===== config.mk =====
export PLATFORM = sky130hd
export DESIGN_NAME = midpoint_ellipse_rasterizer_top_flat
export DESIGN_NICKNAME = d
export VERILOG_FILES = /design/src/mer_pkg.sv /design/src/mer_channels.sv /design/src/mer_mac.sv /design/src/mer_seq.sv /design/src/midpoint_ellipse_rasterizer_top.sv /design/src/flat_wrapper.sv
export VERILOG_INCLUDE_DIRS = /design/src /design/src/src
export SDC_FILE = /design/constraint.sdc
export NUM_CORES = 2
export LEC_CHECK = 0
export BUFFER_PORTS_ARGS = -buffer_cell sky130_fd_sc_hd__buf_2
export CORE_ASPECT_RATIO = 1.1
export CORE_MARGIN = 3
export CORE_UTILIZATION = 43
export DETAILED_ROUTE_END_ITERATION = 8
export HOLD_SLACK_MARGIN = 0.05
export PLACE_DENSITY_LB_ADDON = 0.1
export SYNTH_ARGS = -nofsm -noshare
export SYNTH_HDL_FRONTEND = slang
export SYNTH_SLANG_ARGS = --single-unit

===== constraint.sdc =====
create_clock -name clock -period 10.5 [get_ports clock]
set_input_delay 2.1 -clock clock [delete_from_list [all_inputs] [get_ports clock]]
set_output_delay 2.1 -clock clock [all_outputs]
set_load 0.01 [all_outputs]

===== src/midpoint_ellipse_rasterizer_top_assert.svh =====
// Assertion macros used by the ellipse rasterizer sequencer.
// Needs only a clock and an active-high reset in the file that includes it.
`ifndef MIDPOINT_ELLIPSE_RASTERIZER_TOP_ASSERT_SVH
`define MIDPOINT_ELLIPSE_RASTERIZER_TOP_ASSERT_SVH

// Consequent must hold in the same cycle as the antecedent.
`define MER_ASSERT_NOW(label, clk, rst, ante, cons, msg) \
   label: assert property (@(posedge clk) disable iff (rst) (ante) |-> (cons)) \
      else $error(msg);

// Consequent must hold in the cycle after the antecedent.
`define MER_ASSERT_NEXT(label, clk, rst, ante, cons, msg) \
   label: assert property (@(posedge clk) disable iff (rst) (ante) |=> (cons)) \
      else $error(msg);

`endif


===== src/mer_pkg.sv =====
// Shared widths, codes and control structs of the midpoint ellipse rasterizer.
// No dependencies; every other .sv file imports this package.
`timescale 1ns / 1ps

package mer_pkg;

   localparam int RADIUS_BITS    = 10;
   localparam int COORD_BITS     = 12;
   localparam int OFS_BITS       = RADIUS_BITS + 1;
   localparam int SQ_BITS        = 2 * RADIUS_BITS;
   localparam int CMP_BITS       = SQ_BITS + OFS_BITS;
   localparam int DEC_BITS       = 48;
   localparam int PROD_BITS      = (DEC_BITS > CMP_BITS) ? DEC_BITS : CMP_BITS;
   localparam int OUT_BITS       = 14;
   localparam int CSR_INDEX_BITS = 1;
   localparam logic [COORD_BITS-1:0] CENTER_RESET = COORD_BITS'(250);

   typedef enum logic [CSR_INDEX_BITS-1:0] {
      CSR_CENTER_X = CSR_INDEX_BITS'(0),
      CSR_CENTER_Y = CSR_INDEX_BITS'(1)
   } csr_index_type;

   typedef enum logic {
      KIND_START = 1'b0,
      KIND_STEP  = 1'b1
   } kind_type;

   typedef enum logic [1:0] {
      ACC_HOLD = 2'd0,
      ACC_LOAD = 2'd1,
      ACC_ADD  = 2'd2,
      ACC_SUB  = 2'd3
   } acc_op_type;

   // Sequencer to multiply-accumulate unit.
   typedef struct packed {
      logic [CMP_BITS-1:0] op_a;
      logic [SQ_BITS-1:0]  op_b;
      acc_op_type          acc_op;
      logic                dbl;
      logic                save_cmp;
   } mac_ctl_type;

   // Multiply-accumulate unit back to the sequencer.
   typedef struct packed {
      logic [PROD_BITS-1:0] prod;
      logic                 dec_neg;
      logic                 dec_zero;
      logic                 holds;
   } mac_status_type;

   // Sequencer to the top level.
   typedef struct packed {
      logic idle;
      logic load;
      logic point_valid;
      logic last;
   } seq_status_type;

endpackage


===== src/mer_channels.sv =====
// Handshake interfaces for the request and response channels.
// Depends on mer_pkg for the field widths.
`timescale 1ns / 1ps

interface mer_req_if import mer_pkg::*; ();
   logic                   valid;
   logic                   ready;
   logic                   kind;
   logic [RADIUS_BITS-1:0] radius_x;
   logic [RADIUS_BITS-1:0] radius_y;

   modport source (output valid, kind, radius_x, radius_y, input ready);
   modport sink (input valid, kind, radius_x, radius_y, output ready);
endinterface

interface mer_rsp_if import mer_pkg::*; ();
   logic                       valid;
   logic                       ready;
   logic                       point_valid;
   logic                       last_point;
   logic signed [OUT_BITS-1:0] right_x;
   logic signed [OUT_BITS-1:0] left_x;
   logic signed [OUT_BITS-1:0] upper_y;
   logic signed [OUT_BITS-1:0] lower_y;

   modport source (output valid, point_valid, last_point, right_x, left_x, upper_y, lower_y,
                   input ready);
   modport sink (input valid, point_valid, last_point, right_x, left_x, upper_y, lower_y,
                 output ready);
endinterface


===== src/mer_mac.sv =====
// Shared multiplier with registered product, decision accumulator and compare register.
// Depends on mer_pkg.
`timescale 1ns / 1ps

module mer_mac import mer_pkg::*; (
   input  logic           clock,
   input  logic           reset,
   input  mac_ctl_type    ctl,
   output mac_status_type status
);

   localparam int MUL_BITS  = CMP_BITS + SQ_BITS;
   localparam int WIDE_BITS = (MUL_BITS > PROD_BITS) ? MUL_BITS : PROD_BITS;

   logic [WIDE_BITS-1:0] mul_full;
   logic [PROD_BITS-1:0] prod_ff, prod_in;
   logic [CMP_BITS-1:0]  cmp_ff, cmp_in;
   logic [DEC_BITS-1:0]  dec_ff, dec_in;
   logic [DEC_BITS-1:0]  term;

   assign mul_full = WIDE_BITS'(ctl.op_a) * WIDE_BITS'(ctl.op_b);
   assign prod_in  = mul_full[PROD_BITS-1:0];
   assign cmp_in   = ctl.save_cmp ? prod_ff[CMP_BITS-1:0] : cmp_ff;

   // The accumulator always works on the product of the previous cycle.
   assign term = ctl.dbl ? {prod_ff[DEC_BITS-2:0], 1'b0} : prod_ff[DEC_BITS-1:0];

   always_comb begin
      case (ctl.acc_op)
         ACC_LOAD: dec_in = term;
         ACC_ADD:  dec_in = dec_ff + term;
         ACC_SUB:  dec_in = dec_ff - term;
         default:  dec_in = dec_ff;
      endcase
   end

   always_ff @(posedge clock) begin
      prod_ff <= prod_in;
      cmp_ff  <= cmp_in;
      if (reset) begin
         dec_ff <= '0;
      end else begin
         dec_ff <= dec_in;
      end
   end

   assign status.prod     = prod_ff;
   assign status.dec_neg  = dec_ff[DEC_BITS-1];
   assign status.dec_zero = (dec_ff == '0);
   assign status.holds    = (cmp_ff <= prod_ff[CMP_BITS-1:0]);

endmodule


===== src/mer_seq.sv =====
// Sequencer of the ellipse walk: holds offsets, squared radii and region, and
// drives the shared multiply-accumulate unit. Depends on mer_pkg and the assert macros.
`timescale 1ns / 1ps
`include "midpoint_ellipse_rasterizer_top_assert.svh"

module mer_seq import mer_pkg::*; (
   input  logic                   clock,
   input  logic                   reset,
   input  logic                   accept,
   input  logic                   kind,
   input  logic [RADIUS_BITS-1:0] radius_x,
   input  logic [RADIUS_BITS-1:0] radius_y,
   input  logic                   out_free,
   input  mac_status_type         mac_status,
   output mac_ctl_type            mac_ctl,
   output seq_status_type         status,
   output logic [OFS_BITS-1:0]    offset_x,
   output logic [OFS_BITS-1:0]    offset_y
);

   localparam int STATE_BITS = 26;

   typedef enum logic [STATE_BITS-1:0] {
      ST_IDLE   = STATE_BITS'(1) << 0,
      ST_SQ_RX  = STATE_BITS'(1) << 1,
      ST_SQ_RY  = STATE_BITS'(1) << 2,
      ST_S_A2RY = STATE_BITS'(1) << 3,
      ST_S_A2Q  = STATE_BITS'(1) << 4,
      ST_S_DONE = STATE_BITS'(1) << 5,
      ST_CMP0   = STATE_BITS'(1) << 6,
      ST_CMP1   = STATE_BITS'(1) << 7,
      ST_CMP2   = STATE_BITS'(1) << 8,
      ST_T0     = STATE_BITS'(1) << 9,
      ST_T1     = STATE_BITS'(1) << 10,
      ST_T2     = STATE_BITS'(1) << 11,
      ST_T3     = STATE_BITS'(1) << 12,
      ST_I0     = STATE_BITS'(1) << 13,
      ST_I1     = STATE_BITS'(1) << 14,
      ST_I2     = STATE_BITS'(1) << 15,
      ST_I3     = STATE_BITS'(1) << 16,
      ST_I4     = STATE_BITS'(1) << 17,
      ST_I5     = STATE_BITS'(1) << 18,
      ST_I6     = STATE_BITS'(1) << 19,
      ST_I7     = STATE_BITS'(1) << 20,
      ST_U0     = STATE_BITS'(1) << 21,
      ST_U1     = STATE_BITS'(1) << 22,
      ST_U2     = STATE_BITS'(1) << 23,
      ST_U3     = STATE_BITS'(1) << 24,
      ST_EMIT   = STATE_BITS'(1) << 25
   } state_type;

   state_type              state_ff, state_in;
   logic [RADIUS_BITS-1:0] rx_ff, rx_in, ry_ff, ry_in;
   logic [SQ_BITS-1:0]     a2_ff, a2_in, b2_ff, b2_in;
   logic [OFS_BITS-1:0]    x_ff, x_in, y_ff, y_in;
   logic                   region2_ff, region2_in;
   logic                   active_ff, active_in;
   logic                   bump_ff, bump_in;
   logic                   hold_ff, hold_in;
   logic                   idle_item_ff, idle_item_in;
   logic                   last;
   logic                   load;

   assign last = (y_ff == '0) || (region2_ff && hold_ff);

   always_comb begin
      state_in        = state_ff;
      rx_in           = rx_ff;
      ry_in           = ry_ff;
      a2_in           = a2_ff;
      b2_in           = b2_ff;
      x_in            = x_ff;
      y_in            = y_ff;
      region2_in      = region2_ff;
      active_in       = active_ff;
      bump_in         = bump_ff;
      hold_in         = hold_ff;
      idle_item_in    = idle_item_ff;
      load            = 1'b0;
      mac_ctl.op_a    = '0;
      mac_ctl.op_b    = '0;
      mac_ctl.acc_op  = ACC_HOLD;
      mac_ctl.dbl     = 1'b0;
      mac_ctl.save_cmp = 1'b0;

      unique case (state_ff)
         ST_IDLE: begin
            if (accept) begin
               hold_in      = 1'b0;
               idle_item_in = 1'b0;
               if (kind == KIND_START) begin
                  rx_in    = radius_x;
                  ry_in    = radius_y;
                  state_in = ST_SQ_RX;
               end else if (!active_ff) begin
                  idle_item_in = 1'b1;
                  state_in     = ST_EMIT;
               end else if (region2_ff) begin
                  state_in = ST_U0;
               end else begin
                  state_in = ST_CMP0;
               end
            end
         end
         // Start: a2 = rx*rx, b2 = ry*ry, decision = b2 - a2*ry + a2/4.
         ST_SQ_RX: begin
            mac_ctl.op_a = CMP_BITS'(rx_ff);
            mac_ctl.op_b = SQ_BITS'(rx_ff);
            state_in     = ST_SQ_RY;
         end
         ST_SQ_RY: begin
            a2_in        = mac_status.prod[SQ_BITS-1:0];
            mac_ctl.op_a = CMP_BITS'(ry_ff);
            mac_ctl.op_b = SQ_BITS'(ry_ff);
            state_in     = ST_S_A2RY;
         end
         ST_S_A2RY: begin
            b2_in          = mac_status.prod[SQ_BITS-1:0];
            mac_ctl.acc_op = ACC_LOAD;
            mac_ctl.op_a   = CMP_BITS'(a2_ff);
            mac_ctl.op_b   = SQ_BITS'(ry_ff);
            state_in       = ST_S_A2Q;
         end
         ST_S_A2Q: begin
            mac_ctl.acc_op = ACC_SUB;
            mac_ctl.op_a   = CMP_BITS'(a2_ff >> 2);
            mac_ctl.op_b   = SQ_BITS'(1);
            state_in       = ST_S_DONE;
         end
         ST_S_DONE: begin
            mac_ctl.acc_op = ACC_ADD;
            x_in           = '0;
            y_in           = OFS_BITS'(ry_ff);
            region2_in     = 1'b0;
            state_in       = ST_EMIT;
         end
         // Region test: b2*x against a2*y.
         ST_CMP0: begin
            mac_ctl.op_a = CMP_BITS'(b2_ff);
            mac_ctl.op_b = SQ_BITS'(x_ff);
            state_in     = ST_CMP1;
         end
         ST_CMP1: begin
            mac_ctl.save_cmp = 1'b1;
            mac_ctl.op_a     = CMP_BITS'(a2_ff);
            mac_ctl.op_b     = SQ_BITS'(y_ff);
            state_in         = ST_CMP2;
         end
         ST_CMP2: begin
            if (region2_ff) begin
               // End-of-walk check after a region-two step.
               hold_in  = mac_status.holds;
               state_in = ST_EMIT;
            end else if (mac_status.holds) begin
               x_in = x_ff + OFS_BITS'(1);
               if (!mac_status.dec_neg) begin
                  y_in    = y_ff - OFS_BITS'(1);
                  bump_in = 1'b1;
               end else begin
                  bump_in = 1'b0;
               end
               state_in = ST_T0;
            end else begin
               state_in = ST_I0;
            end
         end
         // Region one: decision += 2*b2*x + b2 (- 2*a2*y when y stepped).
         ST_T0: begin
            mac_ctl.op_a = CMP_BITS'(b2_ff);
            mac_ctl.op_b = SQ_BITS'(x_ff);
            state_in     = ST_T1;
         end
         ST_T1: begin
            mac_ctl.acc_op = ACC_ADD;
            mac_ctl.dbl    = 1'b1;
            mac_ctl.op_a   = CMP_BITS'(b2_ff);
            mac_ctl.op_b   = SQ_BITS'(1);
            state_in       = ST_T2;
         end
         ST_T2: begin
            mac_ctl.acc_op = ACC_ADD;
            if (bump_ff) begin
               mac_ctl.op_a = CMP_BITS'(a2_ff);
               mac_ctl.op_b = SQ_BITS'(y_ff);
               state_in     = ST_T3;
            end else begin
               state_in = ST_EMIT;
            end
         end
         ST_T3: begin
            mac_ctl.acc_op = ACC_SUB;
            mac_ctl.dbl    = 1'b1;
            state_in       = ST_EMIT;
         end
         // Region-two decision from the current offsets.
         ST_I0: begin
            mac_ctl.op_a = CMP_BITS'(b2_ff);
            mac_ctl.op_b = SQ_BITS'(x_ff);
            state_in     = ST_I1;
         end
         ST_I1: begin
            mac_ctl.acc_op = ACC_LOAD;
            mac_ctl.op_a   = mac_status.prod[CMP_BITS-1:0];
            mac_ctl.op_b   = SQ_BITS'(x_ff);
            state_in       = ST_I2;
         end
         ST_I2: begin
            mac_ctl.acc_op = ACC_ADD;
            mac_ctl.op_a   = CMP_BITS'(b2_ff >> 2);
            mac_ctl.op_b   = SQ_BITS'(1);
            state_in       = ST_I3;
         end
         ST_I3: begin
            mac_ctl.acc_op = ACC_ADD;
            mac_ctl.op_a   = CMP_BITS'(a2_ff);
            mac_ctl.op_b   = SQ_BITS'(y_ff);
            state_in       = ST_I4;
         end
         ST_I4: begin
            // The a2*y product serves both the doubled term and the a2*y*y product.
            mac_ctl.acc_op = ACC_SUB;
            mac_ctl.dbl    = 1'b1;
            mac_ctl.op_a   = mac_status.prod[CMP_BITS-1:0];
            mac_ctl.op_b   = SQ_BITS'(y_ff);
            state_in       = ST_I5;
         end
         ST_I5: begin
            mac_ctl.acc_op = ACC_ADD;
            mac_ctl.op_a   = CMP_BITS'(a2_ff);
            mac_ctl.op_b   = SQ_BITS'(1);
            state_in       = ST_I6;
         end
         ST_I6: begin
            mac_ctl.acc_op = ACC_ADD;
            mac_ctl.op_a   = CMP_BITS'(a2_ff);
            mac_ctl.op_b   = b2_ff;
            state_in       = ST_I7;
         end
         ST_I7: begin
            mac_ctl.acc_op = ACC_SUB;
            region2_in     = 1'b1;
            state_in       = ST_U0;
         end
         // Region two: decision += a2 - 2*a2*y (+ 2*b2*x when x stepped).
         ST_U0: begin
            y_in = y_ff - OFS_BITS'(1);
            if (mac_status.dec_neg || mac_status.dec_zero) begin
               x_in    = x_ff + OFS_BITS'(1);
               bump_in = 1'b1;
            end else begin
               bump_in = 1'b0;
            end
            mac_ctl.op_a = CMP_BITS'(a2_ff);
            mac_ctl.op_b = SQ_BITS'(1);
            state_in     = ST_U1;
         end
         ST_U1: begin
            mac_ctl.acc_op = ACC_ADD;
            mac_ctl.op_a   = CMP_BITS'(a2_ff);
            mac_ctl.op_b   = SQ_BITS'(y_ff);
            state_in       = ST_U2;
         end
         ST_U2: begin
            mac_ctl.acc_op = ACC_SUB;
            mac_ctl.dbl    = 1'b1;
            if (bump_ff) begin
               mac_ctl.op_a = CMP_BITS'(b2_ff);
               mac_ctl.op_b = SQ_BITS'(x_ff);
               state_in     = ST_U3;
            end else begin
               state_in = ST_CMP0;
            end
         end
         ST_U3: begin
            mac_ctl.acc_op = ACC_ADD;
            mac_ctl.dbl    = 1'b1;
            state_in       = ST_CMP0;
         end
         ST_EMIT: begin
            if (out_free) begin
               load = 1'b1;
               if (!idle_item_ff) begin
                  active_in = !last;
               end
               state_in = ST_IDLE;
            end
         end
         default: begin
            state_in = ST_IDLE;
         end
      endcase
   end

   always_ff @(posedge clock) begin
      rx_ff <= rx_in;
      ry_ff <= ry_in;
      a2_ff <= a2_in;
      b2_ff <= b2_in;
      bump_ff <= bump_in;
      if (reset) begin
         state_ff     <= ST_IDLE;
         x_ff         <= '0;
         y_ff         <= '0;
         region2_ff   <= 1'b0;
         active_ff    <= 1'b0;
         hold_ff      <= 1'b0;
         idle_item_ff <= 1'b0;
      end else begin
         state_ff     <= state_in;
         x_ff         <= x_in;
         y_ff         <= y_in;
         region2_ff   <= region2_in;
         active_ff    <= active_in;
         hold_ff      <= hold_in;
         idle_item_ff <= idle_item_in;
      end
   end

   assign status.idle        = (state_ff == ST_IDLE);
   assign status.load        = load;
   assign status.point_valid = !idle_item_ff;
   assign status.last        = !idle_item_ff && last;
   assign offset_x           = x_ff;
   assign offset_y           = y_ff;

   `MER_ASSERT_NEXT(a_start_seq, clock, reset,
      state_ff == ST_IDLE && accept && kind == KIND_START, state_ff == ST_SQ_RX,
      "start word did not enter the squaring sequence")
   `MER_ASSERT_NEXT(a_last_deactivates, clock, reset,
      load && status.point_valid && status.last, !active_ff,
      "ellipse still active after its last point set")
   `MER_ASSERT_NOW(a_region2_y_nonzero, clock, reset,
      state_ff == ST_U0, y_ff != '0,
      "region-two step started with zero y offset")
   `MER_ASSERT_NOW(a_region2_check_origin, clock, reset,
      state_ff == ST_CMP0 && region2_ff,
      $past(state_ff) == ST_U2 || $past(state_ff) == ST_U3,
      "region-two end check entered without a region-two step")

endmodule


===== src/midpoint_ellipse_rasterizer_top.sv =====
// Top level of the midpoint ellipse rasterizer: center registers, response register
// and coordinate adders. Depends on mer_pkg, mer_channels, mer_mac and mer_seq.
//
//   channel   direction  handshake     payload
//   req_bus   in         valid/ready   kind, radius_x, radius_y
//   rsp_bus   out        valid/ready   point_valid, last_point, right_x, left_x,
//                                      upper_y, lower_y
//   csr_*     in         csr_wr_en     csr_index, csr_wr_data (center_x, center_y)
//
// A start word squares the radii and loads the decision; a step runs the region test and
// the decision update, rebuilding it on entry to region two; a step while idle goes out.
// All work runs on the single shared multiplier, one product per cycle under the sequencer.
// req_bus.ready is high only while the sequencer is idle. Synchronous reset clears the
// walk state and loads 250 into both center registers. A stalled response holds the
// finished word in the sequencer until the response register frees up.
`timescale 1ns / 1ps

module midpoint_ellipse_rasterizer_top import mer_pkg::*; (
   input  logic                      clock,
   input  logic                      reset,
   mer_req_if.sink                   req_bus,
   mer_rsp_if.source                 rsp_bus,
   input  logic                      csr_wr_en,
   input  logic [CSR_INDEX_BITS-1:0] csr_index,
   input  logic [COORD_BITS-1:0]     csr_wr_data
);

   logic [COORD_BITS-1:0] center_x_ff, center_y_ff;
   logic                  rsp_valid_ff, rsp_valid_in;
   logic                  point_valid_ff, last_ff;
   logic [OUT_BITS-1:0]   right_x_ff, left_x_ff, upper_y_ff, lower_y_ff;
   logic [OUT_BITS-1:0]   right_x_in, left_x_in, upper_y_in, lower_y_in;
   logic [OFS_BITS-1:0]   offset_x, offset_y;
   logic                  req_accept;
   logic                  out_free;
   mac_ctl_type           mac_ctl;
   mac_status_type        mac_status;
   seq_status_type        seq_status;

   assign req_bus.ready = seq_status.idle;
   assign req_accept    = req_bus.valid && seq_status.idle;
   assign out_free      = !rsp_valid_ff || rsp_bus.ready;

   mer_mac u_mac (
      .clock  (clock),
      .reset  (reset),
      .ctl    (mac_ctl),
      .status (mac_status)
   );

   mer_seq u_seq (
      .clock      (clock),
      .reset      (reset),
      .accept     (req_accept),
      .kind       (req_bus.kind),
      .radius_x   (req_bus.radius_x),
      .radius_y   (req_bus.radius_y),
      .out_free   (out_free),
      .mac_status (mac_status),
      .mac_ctl    (mac_ctl),
      .status     (seq_status),
      .offset_x   (offset_x),
      .offset_y   (offset_y)
   );

   // Coordinates wrap to the output width, as two's complement.
   always_comb begin
      if (seq_status.point_valid) begin
         right_x_in = OUT_BITS'(center_x_ff) + OUT_BITS'(offset_x);
         left_x_in  = OUT_BITS'(center_x_ff) - OUT_BITS'(offset_x);
         upper_y_in = OUT_BITS'(center_y_ff) + OUT_BITS'(offset_y);
         lower_y_in = OUT_BITS'(center_y_ff) - OUT_BITS'(offset_y);
      end else begin
         right_x_in = '0;
         left_x_in  = '0;
         upper_y_in = '0;
         lower_y_in = '0;
      end
   end

   assign rsp_valid_in = seq_status.load ? 1'b1 : (rsp_bus.ready ? 1'b0 : rsp_valid_ff);

   always_ff @(posedge clock) begin
      if (seq_status.load) begin
         point_valid_ff <= seq_status.point_valid;
         last_ff        <= seq_status.last;
         right_x_ff     <= right_x_in;
         left_x_ff      <= left_x_in;
         upper_y_ff     <= upper_y_in;
         lower_y_ff     <= lower_y_in;
      end
      if (reset) begin
         rsp_valid_ff <= 1'b0;
         center_x_ff  <= CENTER_RESET;
         center_y_ff  <= CENTER_RESET;
      end else begin
         rsp_valid_ff <= rsp_valid_in;
         if (csr_wr_en) begin
            unique case (csr_index_type'(csr_index))
               CSR_CENTER_X: center_x_ff <= csr_wr_data;
               CSR_CENTER_Y: center_y_ff <= csr_wr_data;
               default: ;
            endcase
         end
      end
   end

   assign rsp_bus.valid       = rsp_valid_ff;
   assign rsp_bus.point_valid = point_valid_ff;
   assign rsp_bus.last_point  = last_ff;
   assign rsp_bus.right_x     = right_x_ff;
   assign rsp_bus.left_x      = left_x_ff;
   assign rsp_bus.upper_y     = upper_y_ff;
   assign rsp_bus.lower_y     = lower_y_ff;

endmodule


===== src/flat_wrapper.sv =====
// flat-port wrapper written by rule: the top's interface ports become plain ports
module midpoint_ellipse_rasterizer_top_flat import mer_pkg::*;
  (clock, reset, csr_wr_en, csr_index, csr_wr_data, req_bus_valid, req_bus_kind, req_bus_radius_x, req_bus_radius_y, req_bus_ready, rsp_bus_valid, rsp_bus_point_valid, rsp_bus_last_point, rsp_bus_right_x, rsp_bus_left_x, rsp_bus_upper_y, rsp_bus_lower_y, rsp_bus_ready);
  mer_req_if req_bus_i ();
  mer_rsp_if rsp_bus_i ();
  input  logic clock;
  input  logic reset;
  input  logic csr_wr_en;
  input  logic [CSR_INDEX_BITS-1:0] csr_index;
  input  logic [COORD_BITS-1:0] csr_wr_data;
  input wire logic [$bits(req_bus_i.valid)-1:0] req_bus_valid;
  input wire logic [$bits(req_bus_i.kind)-1:0] req_bus_kind;
  input wire logic [$bits(req_bus_i.radius_x)-1:0] req_bus_radius_x;
  input wire logic [$bits(req_bus_i.radius_y)-1:0] req_bus_radius_y;
  output wire logic [$bits(req_bus_i.ready)-1:0] req_bus_ready;
  output wire logic [$bits(rsp_bus_i.valid)-1:0] rsp_bus_valid;
  output wire logic [$bits(rsp_bus_i.point_valid)-1:0] rsp_bus_point_valid;
  output wire logic [$bits(rsp_bus_i.last_point)-1:0] rsp_bus_last_point;
  output wire logic [$bits(rsp_bus_i.right_x)-1:0] rsp_bus_right_x;
  output wire logic [$bits(rsp_bus_i.left_x)-1:0] rsp_bus_left_x;
  output wire logic [$bits(rsp_bus_i.upper_y)-1:0] rsp_bus_upper_y;
  output wire logic [$bits(rsp_bus_i.lower_y)-1:0] rsp_bus_lower_y;
  input wire logic [$bits(rsp_bus_i.ready)-1:0] rsp_bus_ready;
  assign req_bus_i.valid = req_bus_valid;
  assign req_bus_i.kind = req_bus_kind;
  assign req_bus_i.radius_x = req_bus_radius_x;
  assign req_bus_i.radius_y = req_bus_radius_y;
  assign req_bus_ready = req_bus_i.ready;
  assign rsp_bus_valid = rsp_bus_i.valid;
  assign rsp_bus_point_valid = rsp_bus_i.point_valid;
  assign rsp_bus_last_point = rsp_bus_i.last_point;
  assign rsp_bus_right_x = rsp_bus_i.right_x;
  assign rsp_bus_left_x = rsp_bus_i.left_x;
  assign rsp_bus_upper_y = rsp_bus_i.upper_y;
  assign rsp_bus_lower_y = rsp_bus_i.lower_y;
  assign rsp_bus_i.ready = rsp_bus_ready;
  midpoint_ellipse_rasterizer_top u_core (.clock(clock), .reset(reset), .req_bus(req_bus_i), .rsp_bus(rsp_bus_i), .csr_wr_en(csr_wr_en), .csr_index(csr_index), .csr_wr_data(csr_wr_data));
endmodule

==> results.py <==
metrics = {
    "synthesis": {
        "dominant_combinational_cell_family_by_area_after_synthesis": "adder cells",
        "yosysSeqAreaShare": 0.2040,
        "synth_compound_gate_area_share": 0.1379,
        "synth_enable_flop_cells": 144,
        "synth_top_flop_cell": "dfxtp_1",
        "synth_top_cells_by_area": "fa_1, edfxtp_1, dfxtp_1",
        "syn_area_um2": 38170,
        "post_synth_mux_area_share": 0.005113,
        "synth_cell_type_count": 86,
        "synth.top_cell.area_share": 0.2732,
        "synth.largest_area_cell": "fa_1",
        "cells_after_synthesis": 4436,
        "yosysWarningCount": 0,
        "synth_seq_cells": 317,
        "synthArstFlopShare": 0,
        "synthesis.area_per_instance_um2": 8.605,
        "synthXorXnorAreaFrac": 0.03327,
        "synth_simple_gate_area_share": 0.1663,
        "synthAdderAreaFrac": 0.3604,
    },
    "die": {
        "row_count": 113,
        "die_area_um2": 92390,
        "ioPinCount": 99,
        "overall_die_width_um": 290.1,
        "die-height_um": 318.5,
        "floorplan.core_area_um2": 87230,
        "floorplan.initialDensity": 0.4376,
    },
    "timing": {
        "timing_hold_violations_final": 0,
        "slew_violations": 0,
        "timing.final.setup_violations": 0,
        "relative_slew_slack": 0.2032,
        "layout_worst_path_cycle_share": 0.9468,
        "fin_crit_ps": 9941,
        "hold-worst-slack_ps": 479.8,
        "timing_worst_slew_pin_value_ps": 1195,
        "rsz0062_at_grt": "no",
        "max_freq_ghz": 0.1006,
        "final.setup_skew_ps": 16.12,
        "setup_tns_ps": 0,
    },
    "power": {
        "cellInternalPower_mw": 2.948,
        "comb_power_share": 0.362,
        "worst_voltage_drop_across_the_vdd_grid_mv": 0.1560,
        "sequentialPowerShare": 0.317,
        "power.net_switching_mw": 1.553,
        "p_leak_nw": 19.18,
        "power.share.switching": 0.3450,
        "total_power_mw": 4.501,
        "clock_power_share": 0.321,
        "power_density_nw_per_um2": 106.8,
    },
    "drt": {
        "remaining_drc_errors": 0,
        "wl_um": 120800,
        "via_count": 31870,
        "detail_route.wl_per_cell_um": 20.91,
        "detail-route-antenna-nets": 0,
        "detail_route.first_pass.iterations": 7,
        "drtIter0Drc": 2381,
        "detail_route.vias_per_cell": 5.520,
    },
    "global_routing": {
        "first_global_vias": 32490,
        "grt_first_pass_wirelength_um": 188200,
        "antenna_found_initial": 0,
        "gr-usage-all-layers": 0.2602,
        "grt.overflow.total": 0,
        "largest_net_degree_at_the_start_of_global_routing": 55,
    },
    "hold_path": {
        "min-delay-path-class": "flip-flop to flip-flop",
    },
    "placement": {
        "io_buffers": 96,
        "placed_cell_area_um2": 40750,
        "gp_congestion": 0.9113,
        "detailed_place_hpwl_um": 97070,
    },
    "worst_setup_path": {
        "timing.critical_path.fanout_max": 9,
        "critical_path.endpoint_type": "flip-flop",
        "slowest_cell_delay_on_critical_path_ps": 550,
        "critPathKind": "flip-flop to flip-flop",
        "slowest_stage": "fa_1",
        "required_worst_endpoint_ps": 10960,
        "crit_path_start_kind": "flip-flop",
        "arrival_ps": 10400,
        "critPathMostFrequentCell": "fa_1",
    },
    "clock_network": {
        "worst_setup_hold_path_clk_slew_ps": 60,
        "insertion_delay_of_the_later_clocked_pin_in_the_worst_skew_pair_ps": 580,
        "clockBufferDepth": 3,
        "cts_inserted_buffers": 38,
        "htreeDepth": 2,
        "clock-root-buffer": "clkbuf_16",
        "clock_sinks": 317,
        "tritoncts": "built",
    },
    "final_layout": {
        "num-nets-final": 5420,
        "diodes_inserted": 0,
        "layout_commonest_cell": "inv_1",
        "syn2layout_area_growth_pct": 10.45,
        "highest_count_cells_in_the_layout_ignoring_fill_and_taps": "inv_1, nand2_1, fa_1",
        "post_route_cells_drive_above_1_share": 0.07894,
        "final.fill_count": 8544,
        "design_area_um2": 42160,
    },
    "status": {
        "outcome": "finished clean",
    },
    "run": {
        "drv.max_cap_violation_count": 0,
    },
}
## path summary, 6_finish.rpt
check	from	to	slack (ps)	depth (start not counted)
worst max-delay path	u_core.u_seq.state_ff[8]	u_core.u_mac.prod_ff[40]	560	36
worst min-delay path	u_core.center_x_ff[8]	u_core.center_x_ff[8]	480	2
worst max register to register	u_core.u_seq.state_ff[8]	u_core.u_mac.prod_ff[40]	560	36
worst min register to register	u_core.center_x_ff[8]	u_core.center_x_ff[8]	480	2
## logic make-up after synthesis
family                     after synthesis
xor gates and xnor gates               145
DFF                                    317
other                                    2
and+or+nand+nor                       1406
AOI/OAI and AO/OA                      823
muxes                                   19
adders and majority gates              787
buffers and inverters                  937
## registers in the layout, summed over array words and instances (netlist names), 11 cells and up
name,count
u_core.u_mac.dec_ff,48
u_core.u_mac.prod_ff,48
u_core.u_mac.cmp_ff,31
u_core.u_seq.state_ff,26
u_core.u_seq.a2_ff,20
u_core.u_seq.b2_ff,20
u_core.rsp_bus.right_x,13
u_core.rsp_bus.upper_y,13
u_core.center_x_ff,12
u_core.center_y_ff,12
u_core.rsp_bus.left_x,12
u_core.rsp_bus.lower_y,12
u_core.u_seq.offset_x,11
u_core.u_seq.offset_y,11
## worst max-delay path: cells and delay by family (launching register included)
kind	cells	cell delay (ps)
AOI/OAI and AO/OA	11	2250
xor gates and xnor gates	1	150
and+or+nand+nor	10	2650
DFF	1	370
buffers and inverters	6	500
adders and majority gates	8	3880
## Yosys cell counts, types with 9 or more instances
library cell	count
o21ai_0	167
nor3_1	55
mux2i_1	15
ha_1	266
nand3_1	80
a21boi_0	10
dfxtp_1	173
nand2b_1	28
a211oi_1	30
o22ai_1	12
a41oi_1	9
or4_1	13
a222oi_1	12
nor2b_1	30
nor4_1	33
nand4_1	35
a221o_1	38
and3_1	30
o31ai_1	10
a21o_1	67
nand2_1	541
fa_1	521
a221oi_1	32
nor2_1	444
a31oi_1	19
a21oi_1	280
or3_1	21
xor2_1	51
o21a_1	12
or2_2	17
clkbuf_1	188
and2_1	25
edfxtp_1	144
o21bai_1	15
a22oi_1	24
inv_1	732
and4_1	10
o211ai_1	29
xnor2_1	94
nand4b_1	9
## layer usage
layer,share of wire,up-vias,track usage,routed length [um]
li1,-,14780,-,-
met1,0.42,15810,0.3348,50150
met2,0.49,1052,0.4499,59020
met3,0.055,235,0.03097,6638
met4,0.041,0,0.09590,4954
met5,0,-,0,0
## layout make-up
type                    instances  area (um^2)  area share
inverters                     732         2748     0.06517
clock buffers                  55         1161     0.02754
flip-flops and latches        317         7789      0.1847
multi-input cells            3275        27310      0.6477
well taps                    1150         1439     0.03413
clock inverters                15        203.9    0.004837
repair buffers                230         1511     0.03585
## power by group through the flow
| stage | Clock (mW) | Combinational, mW | Sequential, mW |
|---|---|---|---|
| 5_1_grt | 1.53 | 1.89 | 1.43 |
| 3_3_place_gp | 0 | 1.57 | 1.45 |
| 4_1_cts | 1.48 | 1.58 | 1.42 |
| 3_5_place_dp | 0 | 1.56 | 1.45 |
| 6_report | 1.45 | 1.63 | 1.43 |
| 2_1_floorplan | 0 | 1.28 | 1.42 |
## per-stage QoR
step / setup WS (ps) / std cells / util
after detailed placement: 140.9 / 5702 / 0.4671
final: 558.6 / 5774 / 0.4833
after floorplan: 999.1 / 4529 / -
after CTS: 101.8 / 5772 / 0.4828
after global placement: 162.2 / 5702 / 0.4671
after global routing: 18.60 / 5774 / 0.4833
## timing repair
| item | in CTS | in global routing |
|---|---|---|
| hold buffers | 0 | 0 |
| endpoints found under the setup margin | 0 | 9 |
| gates resized for setup | 0 | 9 |
| setup buffers | 0 | 2 |
(Power assumes the default switching activity.)
